==> config.mk <==
export PLATFORM = sky130hd
export DESIGN_NAME = topk_magnitude_sparsifier_unit
export DESIGN_NICKNAME = d
export VERILOG_FILES = /design/src/hw/rtl/tkms_pkg.sv /design/src/hw/rtl/tkms_ram.sv /design/src/hw/rtl/topk_magnitude_sparsifier_unit.sv
export SDC_FILE = /design/constraint.sdc
export NUM_CORES = 2
export LEC_CHECK = 0
export BUFFER_PORTS_ARGS = -buffer_cell sky130_fd_sc_hd__buf_2
export CAP_MARGIN = 0
export CORE_ASPECT_RATIO = 0.5
export CORE_UTILIZATION = 55
export DETAILED_ROUTE_END_ITERATION = 8
export PLACE_DENSITY = 0.71
export SYNTH_ARGS = -nofsm -noshare
export SYNTH_HDL_FRONTEND = slang
export SYNTH_HIERARCHICAL = 1
export SYNTH_SLANG_ARGS = --single-unit
==> constraint.sdc <==
create_clock -name aclk -period 5.2 [get_ports aclk]
set_input_delay 0.52 -clock aclk [delete_from_list [all_inputs] [get_ports aclk]]
set_output_delay 0.52 -clock aclk [all_outputs]
set_load 0.05 [all_outputs]
==> src/hw/rtl/tkms_pkg.sv <==
// Package for the top-k magnitude sparsifier: widths, register map,
// sequencer state type and the saturating magnitude function.
// No dependencies.
`timescale 1ns / 1ps

package tkms_pkg;

    localparam int ENTRY_W  = 32;
    localparam int MAG_W    = 31;
    localparam int BIT_W    = 5;
    localparam int KEEP_W   = 7;
    localparam int APB_W    = 32;
    localparam int PADDR_W  = 3;

    localparam logic [KEEP_W-1:0] KEEP_RESET = 7'd64;

    // Register index, taken from paddr[2]
    localparam logic REG_KEEP_COUNT = 1'b0;

    typedef enum logic [4:0] {
        ST_LOAD   = 5'b00001,
        ST_SCAN   = 5'b00010,
        ST_DECIDE = 5'b00100,
        ST_CAP    = 5'b01000,
        ST_OUT    = 5'b10000
    } state_t;

    // Absolute value; the most negative code saturates to the largest positive one
    function automatic logic [MAG_W-1:0] sat_mag(input logic [ENTRY_W-1:0] v);
        logic [ENTRY_W-1:0] neg;
        neg = ~v + ENTRY_W'(1);
        if (!v[ENTRY_W-1]) begin
            return v[MAG_W-1:0];
        end else if (neg[ENTRY_W-1]) begin
            return {MAG_W{1'b1}};
        end else begin
            return neg[MAG_W-1:0];
        end
    endfunction

endpackage

==> src/hw/rtl/tkms_ram.sv <==
// Generic single-write, single-read RAM with registered read data.
// No dependencies.
`timescale 1ns / 1ps

module tkms_ram #(
    parameter int WIDTH = 32,
    parameter int DEPTH = 64,
    localparam int AddrW = (DEPTH > 1) ? $clog2(DEPTH) : 1
) (
    input  logic             aclk,
    input  logic             we,
    input  logic [AddrW-1:0] waddr,
    input  logic [WIDTH-1:0] wdata,
    input  logic             re,
    input  logic [AddrW-1:0] raddr,
    output logic [WIDTH-1:0] rdata
);

    logic [WIDTH-1:0] mem_reg [DEPTH];
    logic [WIDTH-1:0] rdata_reg;

    always_ff @(posedge aclk) begin
        if (we) begin
            mem_reg[waddr] <= wdata;
        end
        if (re) begin
            rdata_reg <= mem_reg[raddr];
        end
    end

    assign rdata = rdata_reg;

endmodule

==> src/hw/rtl/topk_magnitude_sparsifier_unit.sv <==
// Top level of the top-k magnitude sparsifier: load, threshold search, emission.
// Depends on tkms_pkg and tkms_ram.
//
// Load: one entry per cycle, N = MATRIX_SIDE**2 entries per matrix.
// Search: after the last entry, 31 bit passes over the store through one
//   magnitude comparator; skipped when keep_count is 0 or 1.
// Emission: each result is captured (ST_CAP), then offered until taken (ST_OUT); not
//   ready for input from the last load until the last result is taken.
// Reset: synchronous, active low; keep_count returns to 64, load count to 0;
//   the entry store is not cleared.
`timescale 1ns / 1ps

module topk_magnitude_sparsifier_unit #(
    parameter int MATRIX_SIDE = 8
) (
    input  logic                            aclk,
    input  logic                            aresetn,
    // configuration
    input  logic                            psel,
    input  logic                            penable,
    input  logic                            pwrite,
    input  logic [tkms_pkg::PADDR_W-1:0]    paddr,
    input  logic [tkms_pkg::APB_W-1:0]      pwdata,
    output logic [tkms_pkg::APB_W-1:0]      prdata,
    output logic                            pready,
    // input entries
    input  logic                            s_valid,
    output logic                            s_ready,
    input  logic signed [tkms_pkg::ENTRY_W-1:0] s_entry_value,
    // results
    output logic                            m_valid,
    input  logic                            m_ready,
    output logic signed [tkms_pkg::ENTRY_W-1:0] m_out_value,
    output logic                            m_was_kept,
    output logic                            m_last_entry
);

    import tkms_pkg::*;

    localparam int EntryCount = MATRIX_SIDE * MATRIX_SIDE;
    localparam int AddrW      = $clog2(EntryCount);
    localparam int CntW       = $clog2(EntryCount + 1);

    state_t              state_reg, state_next;
    logic [CntW-1:0]     load_cnt_reg;
    logic [CntW-1:0]     iss_cnt_reg;
    logic [CntW-1:0]     hit_cnt_reg;
    logic [CntW-1:0]     rank_reg;
    logic                rd_pend_reg;
    logic [AddrW-1:0]    emit_idx_reg;
    logic [BIT_W-1:0]    bit_idx_reg;
    logic [KEEP_W-1:0]   keep_count_reg;
    logic                m_valid_reg;
    logic [MAG_W-1:0]    thr_reg;
    logic [MAG_W-1:0]    trial_reg;
    logic [ENTRY_W-1:0]  m_out_value_reg;
    logic                m_was_kept_reg;
    logic                m_last_entry_reg;

    logic                s_accept, m_accept, cfg_write;
    logic                load_last, rank_small, pass_ok, cmp_hit, emit_last;
    logic [CntW-1:0]     rank_sel;
    logic [MAG_W-1:0]    cmp_ref, rd_mag, thr_upd, trial_seed;
    logic [BIT_W-1:0]    bit_next;
    logic                ram_re;
    logic [AddrW-1:0]    ram_raddr;
    logic [ENTRY_W-1:0]  ram_rdata;

    assign s_accept  = s_valid && s_ready;
    assign m_accept  = m_valid_reg && m_ready;
    assign cfg_write = psel && penable && pwrite && pready;

    assign load_last  = (load_cnt_reg == CntW'(EntryCount - 1));
    assign rank_sel   = (keep_count_reg > KEEP_W'(EntryCount)) ? CntW'(EntryCount)
                                                                : CntW'(keep_count_reg);
    assign rank_small = (rank_sel <= CntW'(1));
    assign emit_last  = (emit_idx_reg == AddrW'(EntryCount - 1));

    // Shared comparator: trial threshold while scanning, final threshold on emit
    assign cmp_ref = (state_reg == ST_SCAN) ? trial_reg : thr_reg;
    assign rd_mag  = sat_mag(ram_rdata);
    assign cmp_hit = (rd_mag >= cmp_ref);

    assign pass_ok    = (hit_cnt_reg >= rank_reg);
    assign thr_upd    = pass_ok ? trial_reg : thr_reg;
    assign bit_next   = bit_idx_reg - BIT_W'(1);
    assign trial_seed = thr_upd | (MAG_W'(1) << bit_next);

    always_comb begin
        state_next = state_reg;
        ram_re     = 1'b0;
        ram_raddr  = '0;
        unique case (state_reg)
            ST_LOAD: begin
                if (s_accept && load_last) begin
                    state_next = rank_small ? ST_CAP : ST_SCAN;
                    ram_re     = rank_small;
                end
            end
            ST_SCAN: begin
                ram_re    = (iss_cnt_reg != CntW'(EntryCount));
                ram_raddr = iss_cnt_reg[AddrW-1:0];
                if (!ram_re && !rd_pend_reg) begin
                    state_next = ST_DECIDE;
                end
            end
            ST_DECIDE: begin
                ram_re     = (bit_idx_reg == '0);
                state_next = ram_re ? ST_CAP : ST_SCAN;
            end
            ST_CAP: begin
                state_next = ST_OUT;
            end
            ST_OUT: begin
                ram_re    = m_accept && !m_last_entry_reg;
                ram_raddr = emit_idx_reg + AddrW'(1);
                if (m_accept) begin
                    state_next = m_last_entry_reg ? ST_LOAD : ST_CAP;
                end
            end
            default: begin
                state_next = ST_LOAD;
            end
        endcase
    end

    always_ff @(posedge aclk) begin
        if (!aresetn) begin
            state_reg      <= ST_LOAD;
            load_cnt_reg   <= '0;
            iss_cnt_reg    <= '0;
            hit_cnt_reg    <= '0;
            rank_reg       <= '0;
            rd_pend_reg    <= 1'b0;
            emit_idx_reg   <= '0;
            bit_idx_reg    <= '0;
            keep_count_reg <= KEEP_RESET;
            m_valid_reg    <= 1'b0;
        end else begin
            state_reg   <= state_next;
            rd_pend_reg <= (state_reg == ST_SCAN) && ram_re;
            if (cfg_write && (paddr[2] == REG_KEEP_COUNT)) begin
                keep_count_reg <= pwdata[KEEP_W-1:0];
            end
            unique case (state_reg)
                ST_LOAD: begin
                    if (s_accept) begin
                        if (load_last) begin
                            load_cnt_reg <= '0;
                            rank_reg     <= rank_sel;
                            iss_cnt_reg  <= '0;
                            hit_cnt_reg  <= '0;
                            bit_idx_reg  <= BIT_W'(MAG_W - 1);
                            emit_idx_reg <= '0;
                        end else begin
                            load_cnt_reg <= load_cnt_reg + CntW'(1);
                        end
                    end
                end
                ST_SCAN: begin
                    if (ram_re) begin
                        iss_cnt_reg <= iss_cnt_reg + CntW'(1);
                    end
                    if (rd_pend_reg && cmp_hit) begin
                        hit_cnt_reg <= hit_cnt_reg + CntW'(1);
                    end
                end
                ST_DECIDE: begin
                    iss_cnt_reg <= '0;
                    hit_cnt_reg <= '0;
                    if (bit_idx_reg != '0) begin
                        bit_idx_reg <= bit_next;
                    end
                end
                ST_CAP: begin
                    m_valid_reg <= 1'b1;
                end
                ST_OUT: begin
                    if (m_accept) begin
                        m_valid_reg  <= 1'b0;
                        emit_idx_reg <= m_last_entry_reg ? '0 : emit_idx_reg + AddrW'(1);
                    end
                end
                default: begin
                    m_valid_reg <= 1'b0;
                end
            endcase
        end
    end

    // Datapath registers, no reset
    always_ff @(posedge aclk) begin
        if ((state_reg == ST_LOAD) && s_accept && load_last) begin
            thr_reg   <= '0;
            trial_reg <= MAG_W'(1) << (MAG_W - 1);
        end
        if (state_reg == ST_DECIDE) begin
            thr_reg   <= thr_upd;
            trial_reg <= trial_seed;
        end
        if (state_reg == ST_CAP) begin
            m_out_value_reg  <= cmp_hit ? ram_rdata : '0;
            m_was_kept_reg   <= cmp_hit;
            m_last_entry_reg <= emit_last;
        end
    end

    tkms_ram #(
        .WIDTH (ENTRY_W),
        .DEPTH (EntryCount)
    ) u_store (
        .aclk  (aclk),
        .we    (s_accept),
        .waddr (load_cnt_reg[AddrW-1:0]),
        .wdata (s_entry_value),
        .re    (ram_re),
        .raddr (ram_raddr),
        .rdata (ram_rdata)
    );

    assign s_ready      = (state_reg == ST_LOAD);
    assign m_valid      = m_valid_reg;
    assign m_out_value  = m_out_value_reg;
    assign m_was_kept   = m_was_kept_reg;
    assign m_last_entry = m_last_entry_reg;
    assign pready       = 1'b1;
    assign prdata       = (paddr[2] == REG_KEEP_COUNT) ? APB_W'(keep_count_reg) : '0;

endmodule

Word-level counts from Yosys, hierarchy flattened
Memory sizes are Yosys's and may differ from the RTL's. A register that Yosys moved wholly into a read port is not among the register bits.
Cells that the tools add are included.
{"block": "classes", "add_sub_neg": 6, "reduce_logical": 30, "order_cmp": 4, "n_eq_ne": 16, "bitwise_logic": 4, "shifts": 1, "mux": 40}
{"operator": "$mux W31", "n": 8}
{"operator": "$mux W7", "n": 7}
{"operator": "$pmux W7 S3", "n": 2}
{"operator": "$add A32 B1 Y32 const B", "n": 1}
{"operator": "$not A32 Y32", "n": 1}
{"operator": "$ge A31 B31 Y1", "n": 1}
{"operator": "$or A31 B31 Y31", "n": 1}
{"operator": "$shl A1 B5 Y31 const A", "n": 1}
{"operator": "$mux W5", "n": 6}
{"operator": "$pmux W5 S5", "n": 1}
{"operator": "$mux W6", "n": 4}
{"operator": "$pmux W6 S2", "n": 2}
{"operator": "$add A7 B1 Y7 const B", "n": 3}
{"operator": "$reduce_and A4 Y1", "n": 4}
{"operator": "$logic_and A1 B1 Y1", "n": 12}
{"operator": "$mux W4", "n": 3}
{"operator": "$ne A2 B1 Y1 const B", "n": 5}
{"operator": "$pmux W5 S2", "n": 1}
{"operator": "$eq A7 B6 Y1 const B", "n": 1}
{"operator": "$ge A7 B7 Y1", "n": 1}
{"operator": "$gt A7 B7 Y1 const B", "n": 1}
{"operator": "$le A7 B1 Y1 const B", "n": 1}
{"operator": "$ne A7 B7 Y1 const B", "n": 1}
{"operator": "$add A6 B1 Y6 const B", "n": 1}
{"operator": "other kinds (20)", "n": 32}
{"block": "totals", "input_bits": 74, "memories": 1, "output_inout_bits": 69, "ramBits": 2048, "register_bits": 149}
{"memory": "u_store.mem_reg", "depth": 64, "word_bits": 32, "rd": 1, "rd_clocked_by_memory_dff": 1, "wr": 1, "line": "tkms_ram.sv:19", "source": "logic [WIDTH-1:0] mem_reg [DEPTH];"}

Depth between registers and ports, before layout
{"block": "logic_depth", "ltp_word": 8, "mapped_depth": 19, "depth_no_buf": 17}

By module
Netlist, hierarchy kept.
{"mod": "tkms_ram", "area_each_um2": 78835.6, "cells_per_inst": 3324, "n_inst": 1}
{"mod": "topk_magnitude_sparsifier_unit", "area_each_um2": 8780.9, "cells_per_inst": 909, "n_inst": 1}

Least setup slack after synthesis
Ideal clock, no wire load.
{"block": "synth_path", "kind": "flip-flop to flip-flop", "startpoint": "register u_store.rdata_reg[9] (netlist: u_store/rdata[9]) (read register of u_store.mem_reg)", "endpoint": "register hit_cnt_reg[0]", "path_stages_with_launch": 18, "t_required_ps": 5084, "path_slack_ps": 439, "setup_ps": 116, "arrival_time_ps": 4645, "path_cell_list": "edfxtp_1 > or4_1 > or3b_1 > buf_2 > or4_4 > or3_4 > o31ai_4 > and3b_1 > a21oi_1 > ha_1 > a21o_1 > a21o_1 > a221oi_1 > o21ai_0 > a31oi_1 > clkbuf_1 > nor2_1 > a41o_1"}
{"block": "synth_via", "elab_chain_len": 8}
{"item": "start: declaration", "line": "tkms_ram.sv:20", "source": "logic [WIDTH-1:0] rdata_reg;"}
{"item": "$not A32 Y32", "line": "tkms_pkg.sv:31", "source": "neg = ~v + ENTRY_W'(1);"}
{"item": "$add A32 B1 Y32", "line": "tkms_pkg.sv:31"}
{"item": "$mux W31", "line": "tkms_pkg.sv:34", "source": "end else if (neg[ENTRY_W-1]) begin"}
{"item": "$mux W31 (*)", "line": "tkms_pkg.sv:32", "source": "if (!v[ENTRY_W-1]) begin"}
{"item": "$ge A31 B31 Y1 (*)", "line": "topk_magnitude_sparsifier_unit.sv:82", "source": "assign cmp_hit = (rd_mag >= cmp_ref);"}
{"item": "$logic_and A1 B1 Y1 (*)", "line": "topk_magnitude_sparsifier_unit.sv:164", "source": "if (rd_pend_reg && cmp_hit) begin"}
{"item": "$ne A2 B1 Y1 (no source line) (*)"}
{"item": "$reduce_and A4 Y1 (no source line) (*)"}
{"item": "end signal: assignment", "line": "topk_magnitude_sparsifier_unit.sv:165", "source": "hit_cnt_reg <= hit_cnt_reg + CntW'(1);"}
{"item": "end: declaration", "line": "topk_magnitude_sparsifier_unit.sv:47", "source": "logic [CntW-1:0] hit_cnt_reg;"}
Mark *: on every way between the ends. The rest lies on a longest branch, timed or not.
A chain may end at the register's enable or synchronous reset.

Worst setup path in the final report
{"block": "layout_path", "startpoint": "register u_store.rdata_reg[9] (netlist: u_store/rdata[9]) (read register of u_store.mem_reg)", "endpoint": "register m_out_value_reg[11] (netlist: m_out_value[11]), data pin"}
{"block": "layout_via", "elab_chain_len": 5}
{"item": "$not A32 Y32", "line": "tkms_pkg.sv:31"}
{"item": "$add A32 B1 Y32", "line": "tkms_pkg.sv:31"}
{"item": "$mux W31", "line": "tkms_pkg.sv:34"}
{"item": "$mux W31 (*)", "line": "tkms_pkg.sv:32"}
{"item": "$ge A31 B31 Y1 (*)", "line": "topk_magnitude_sparsifier_unit.sv:82"}
{"item": "end signal: assignment", "line": "topk_magnitude_sparsifier_unit.sv:202", "source": "m_out_value_reg <= cmp_hit ? ram_rdata : '0;"}
{"item": "end: declaration", "line": "topk_magnitude_sparsifier_unit.sv:56", "source": "logic [ENTRY_W-1:0] m_out_value_reg;"}
Marks and branches as above.

==> metrics.md <==
| Metric | Value |
|---|---|
| Max FFs per register | `~2000` |
| Register area share after synthesis | `0.758` |
| Initial Util | `0.555` |
| Avg Cell Area, Syn | `between 20 and 25 um2` |
| Post-route ant nets | `0` |
| Fin. max-slew vios | `0` |
| Synth-to-Final Area Change | `12.2%` |
| Pleak | `around 30 nW` |
| Clock transition at path regs | `approximately 0.07 ns` |
| Initial antenna violation count | `6` |
| Reg2reg end | `m_out_value[11]$_SDFFCE_PN0P_` |
| Worst hold start | `m_ready` |
| Pin count of the biggest net entering global routing | `a little over 70` |
| Worst Hold Class | `primary input to flop` |
| Vias per cell | `approximately 6.5` |
| Worst-path fanout max | `24` |
| # DRC | `0` |
| Crit path kind | `flop to flop` |
| Post-CTS setup buffer count | `0` |
| Total negative slack | `0 ns` |
| Max-Cap Viols | `0` |
| Total Power | `34.5 mW` |
| Initial DRC count | `5905` |
| Total grt overflow | `0` |
| Routed WL per cell | `31.6 um` |
| Setup crit end kind | `flop` |
| Synth cell types | `70` |
| Boundary Pins | `approximately 140` |
| Fin area | `approximately 98000 um2` |
| Ys async rst share | `0` |
| Synthesis Warnings | `6` |
| 1st-pass router iterations | `6` |
| Final core occ | `0.622` |
| Status | `completed` |
| Num CTS Buffers | `~190` |
| Htree depth | `4` |
| Worst slew margin relative to its limit | `0.125` |
| Die width | `566 um` |
| Number of synthesized flops with an enable pin | `around 2200` |
| Syn Inst Count | `about 4200` |
| Final hold viol count | `0` |
| Cells on worst reg2reg path | `15` |
| First-pass GRT wire length | `between 300 and 400 mm` |
| CTS tree | `done` |
| Num rows | `103` |
| Port Buffers | `89` |
| #FFs+latches synth | `between 2000 and 2500` |
| Fmax | `just over 200 MHz` |
| Worst Hold End | `m_valid$_SDFFE_PN0P_` |
| Critical Path Source Type | `flop` |
| Final non-filler cell total | `slightly below 7000` |
| Reg-to-reg slack, setup | `around 0.26 ns` |
| Clock tree root driver cell | `clkbuf_16` |
| Worst slew pin tran | `about 1.3 ns` |
| Placer Congestion | `around 0.86` |
| Final setup viols | `0` |
| RSZ-0062 raised after global routing | `false` |
| Clk_lat worst skew | `0.83 ns` |
| Fillers | `~10000` |
| Main synth FF type | `edfxtp_1` |
| CP arrival | `approximately 5.5 ns` |
| Die ar. | `about 160000 um2` |
| Period utilisation layout | `0.950` |
| Tmin final | `between 4 and 5 ns` |
| Layout cell share with drive strength beyond 1 | `0.261` |
| Dpl cell area | `~92000 um2` |
| Total track usage | `0.267` |
| Required time of the critical path | `5.76 ns` |
| Layout Skew | `just under 0.03 ns` |
| Clock Sinks | `between 2000 and 2500` |
| RR Startpoint | `u_store/rdata[9]$_DFFE_PP_` |
| Vias | `around 44000` |
| Power Dens Cells | `approximately 350 nW/um2` |
| Core area | `158000 um2` |
| Placed Cells incl. Taps | `between 6000 and 7000` |
| Final wirelength | `roughly 210 mm` |
| Via count of the first global-routing pass | `roughly 44000` |
| Max VDD drop | `0.305 mV` |
| Post-DP HPWL | `between 100 and 150 mm` |
| Longest Clk Path Bufs | `3` |
| Die height | `~280 um` |
| Hold Path Cell Cnt | `4` |
| Mapped Area | `roughly 88000 um2` |
| Fin nets | `4643` |
cell usage in the layout, fill, tap and decap left out, types with 26 or more instances in the layout:
| master | Yosys | final |
|---|---|---|
| clkinv_1 | 0 | 35 |
| clkbuf_16 | 0 | 188 |
| buf_4 | 51 | 195 |
| o21ai_0 | 47 | 41 |
| mux4_2 | 544 | 544 |
| nor2_4 | 0 | 63 |
| buf_12 | 0 | 32 |
| mux2i_1 | 163 | 163 |
| o22ai_1 | 114 | 114 |
| nand2_1 | 114 | 113 |
| ha_1 | 49 | 49 |
| dfxtp_1 | 53 | 53 |
| conb_1 | 2 | 26 |
| clkbuf_1 | 113 | 42 |
| o221ai_1 | 27 | 27 |
| buf_2 | 58 | 89 |
| clkinv_2 | 0 | 40 |
| nor2_1 | 211 | 148 |
| a21oi_1 | 103 | 103 |
| edfxtp_1 | 2176 | 2176 |
| nor2b_1 | 74 | 74 |
metal layers:
| metal | wire length, um | GRT usage | up-vias |
|---|---|---|---|
| met5 | 9 | 0 | - |
| met4 | 5820 | 0.0760 | 2 |
| met3 | 23900 | 0.0615 | 296 |
| met2 | 102000 | 0.422 | 2430 |
| met1 | 82100 | 0.377 | 23200 |
| li1 | - | - | 18100 |
through the flow:
| stage | hold slack (ns) | setup slack, ns |
|---|---|---|
| floorplan | 0.412 | 0.439 |
| global placement | 0.421 | 0.336 |
| detailed placement | 0.439 | 0.292 |
| CTS | 0.0484 | 0.294 |
| global route | 0.107 | 0.0408 |
| finish | 0.114 | 0.262 |
what timing repair did:
item | CTS | global route
resized for setup | 0 | 2
hold buffers | 7 | 0
setup endpoints to repair | 0 | 32
endpoints found under the hold margin | 7 | 0
critical path, cell delays in order (launching register included):
cell and delay [ns]:
edfxtp_1 0.48, or4_1 0.57, or3b_1 0.39, or4_4 0.46, or3_4 0.37, o31ai_4 0.34, and3b_1 0.22, a21oi_1 0.05
ha_1 0.31, a21o_1 0.16, a21o_1 0.17, a221oi_1 0.23, o21ai_0 0.20, a31oi_4 0.44, buf_12 0.23, nor2b_1 0.06
worst max path at each step:
stage | from | end | depth (start not counted)
after floorplan | u_store/rdata[9]$_DFFE_PP_ | hit_cnt_reg[0]$_SDFFE_PN0P_ | 17
after global placement | u_store/rdata[9]$_DFFE_PP_ | hit_cnt_reg[6]$_SDFFE_PN0P_ | 15
after detailed placement | u_store/rdata[9]$_DFFE_PP_ | m_out_value[7]$_SDFFCE_PN0P_ | 15
after global routing | u_store/rdata[9]$_DFFE_PP_ | m_out_value[11]$_SDFFCE_PN0P_ | 15
after CTS | u_store/rdata[9]$_DFFE_PP_ | m_out_value[11]$_SDFFCE_PN0P_ | 15
final | u_store/rdata[9]$_DFFE_PP_ | m_out_value[11]$_SDFFCE_PN0P_ | 15
cells in the mapped netlist, drive strengths merged (9+ instances only):
cell	instances	area, um2
nand2	114	428
clkbuf	113	424
nand3	25	125
nor3	19	100
inv	22	82.6
edfxtp	2176	65300
a31oi	11	68.8
o22ai	114	713
nor2b	74	463
buf	135	808
a22oi	13	97.6
mux2i	163	1630
mux4	544	12300
or3	17	111
xor2	12	105
a311oi	9	78.8
nor2	211	792
nand2b	13	81.3
and3	9	56.3
o21ai	70	350
a21oi	103	515
and2	10	62.6
nand4	10	62.6
ha	49	613
o221ai	27	236
dfxtp	53	1060
power by group:
part | total [mW] | internal, mW | switching, mW
clock | 13.9 | 7.54 | 6.34
sequential | 19.8 | 19.8 | 0.0271
combinational | 0.795 | 0.162 | 0.633
cell type report:
cell class,count,area [um2],share of cell area
sequential,2229,66400,0.676
multi-input combinational,1758,20600,0.210
clock buffer,234,4920,0.0500
tap,2100,2630,0.0267
timing repair buffer,323,2620,0.0267
clock inverter,110,1050,0.0107
inverter,22,82.6,0.000840
antenna,1,2.50,0.0000255
cells by family after synthesis:
family,synth area share
DFF,0.758
muxes,0.159
and+or+nand+nor,0.0307
AOI/OAI and AO/OA,0.0288
buffers and inverters,0.0150
adders and majority gates,0.00700
xor gates and xnor gates,0.00190
other,0.0000857
Note: power is estimated with default switching activity, not from simulation.
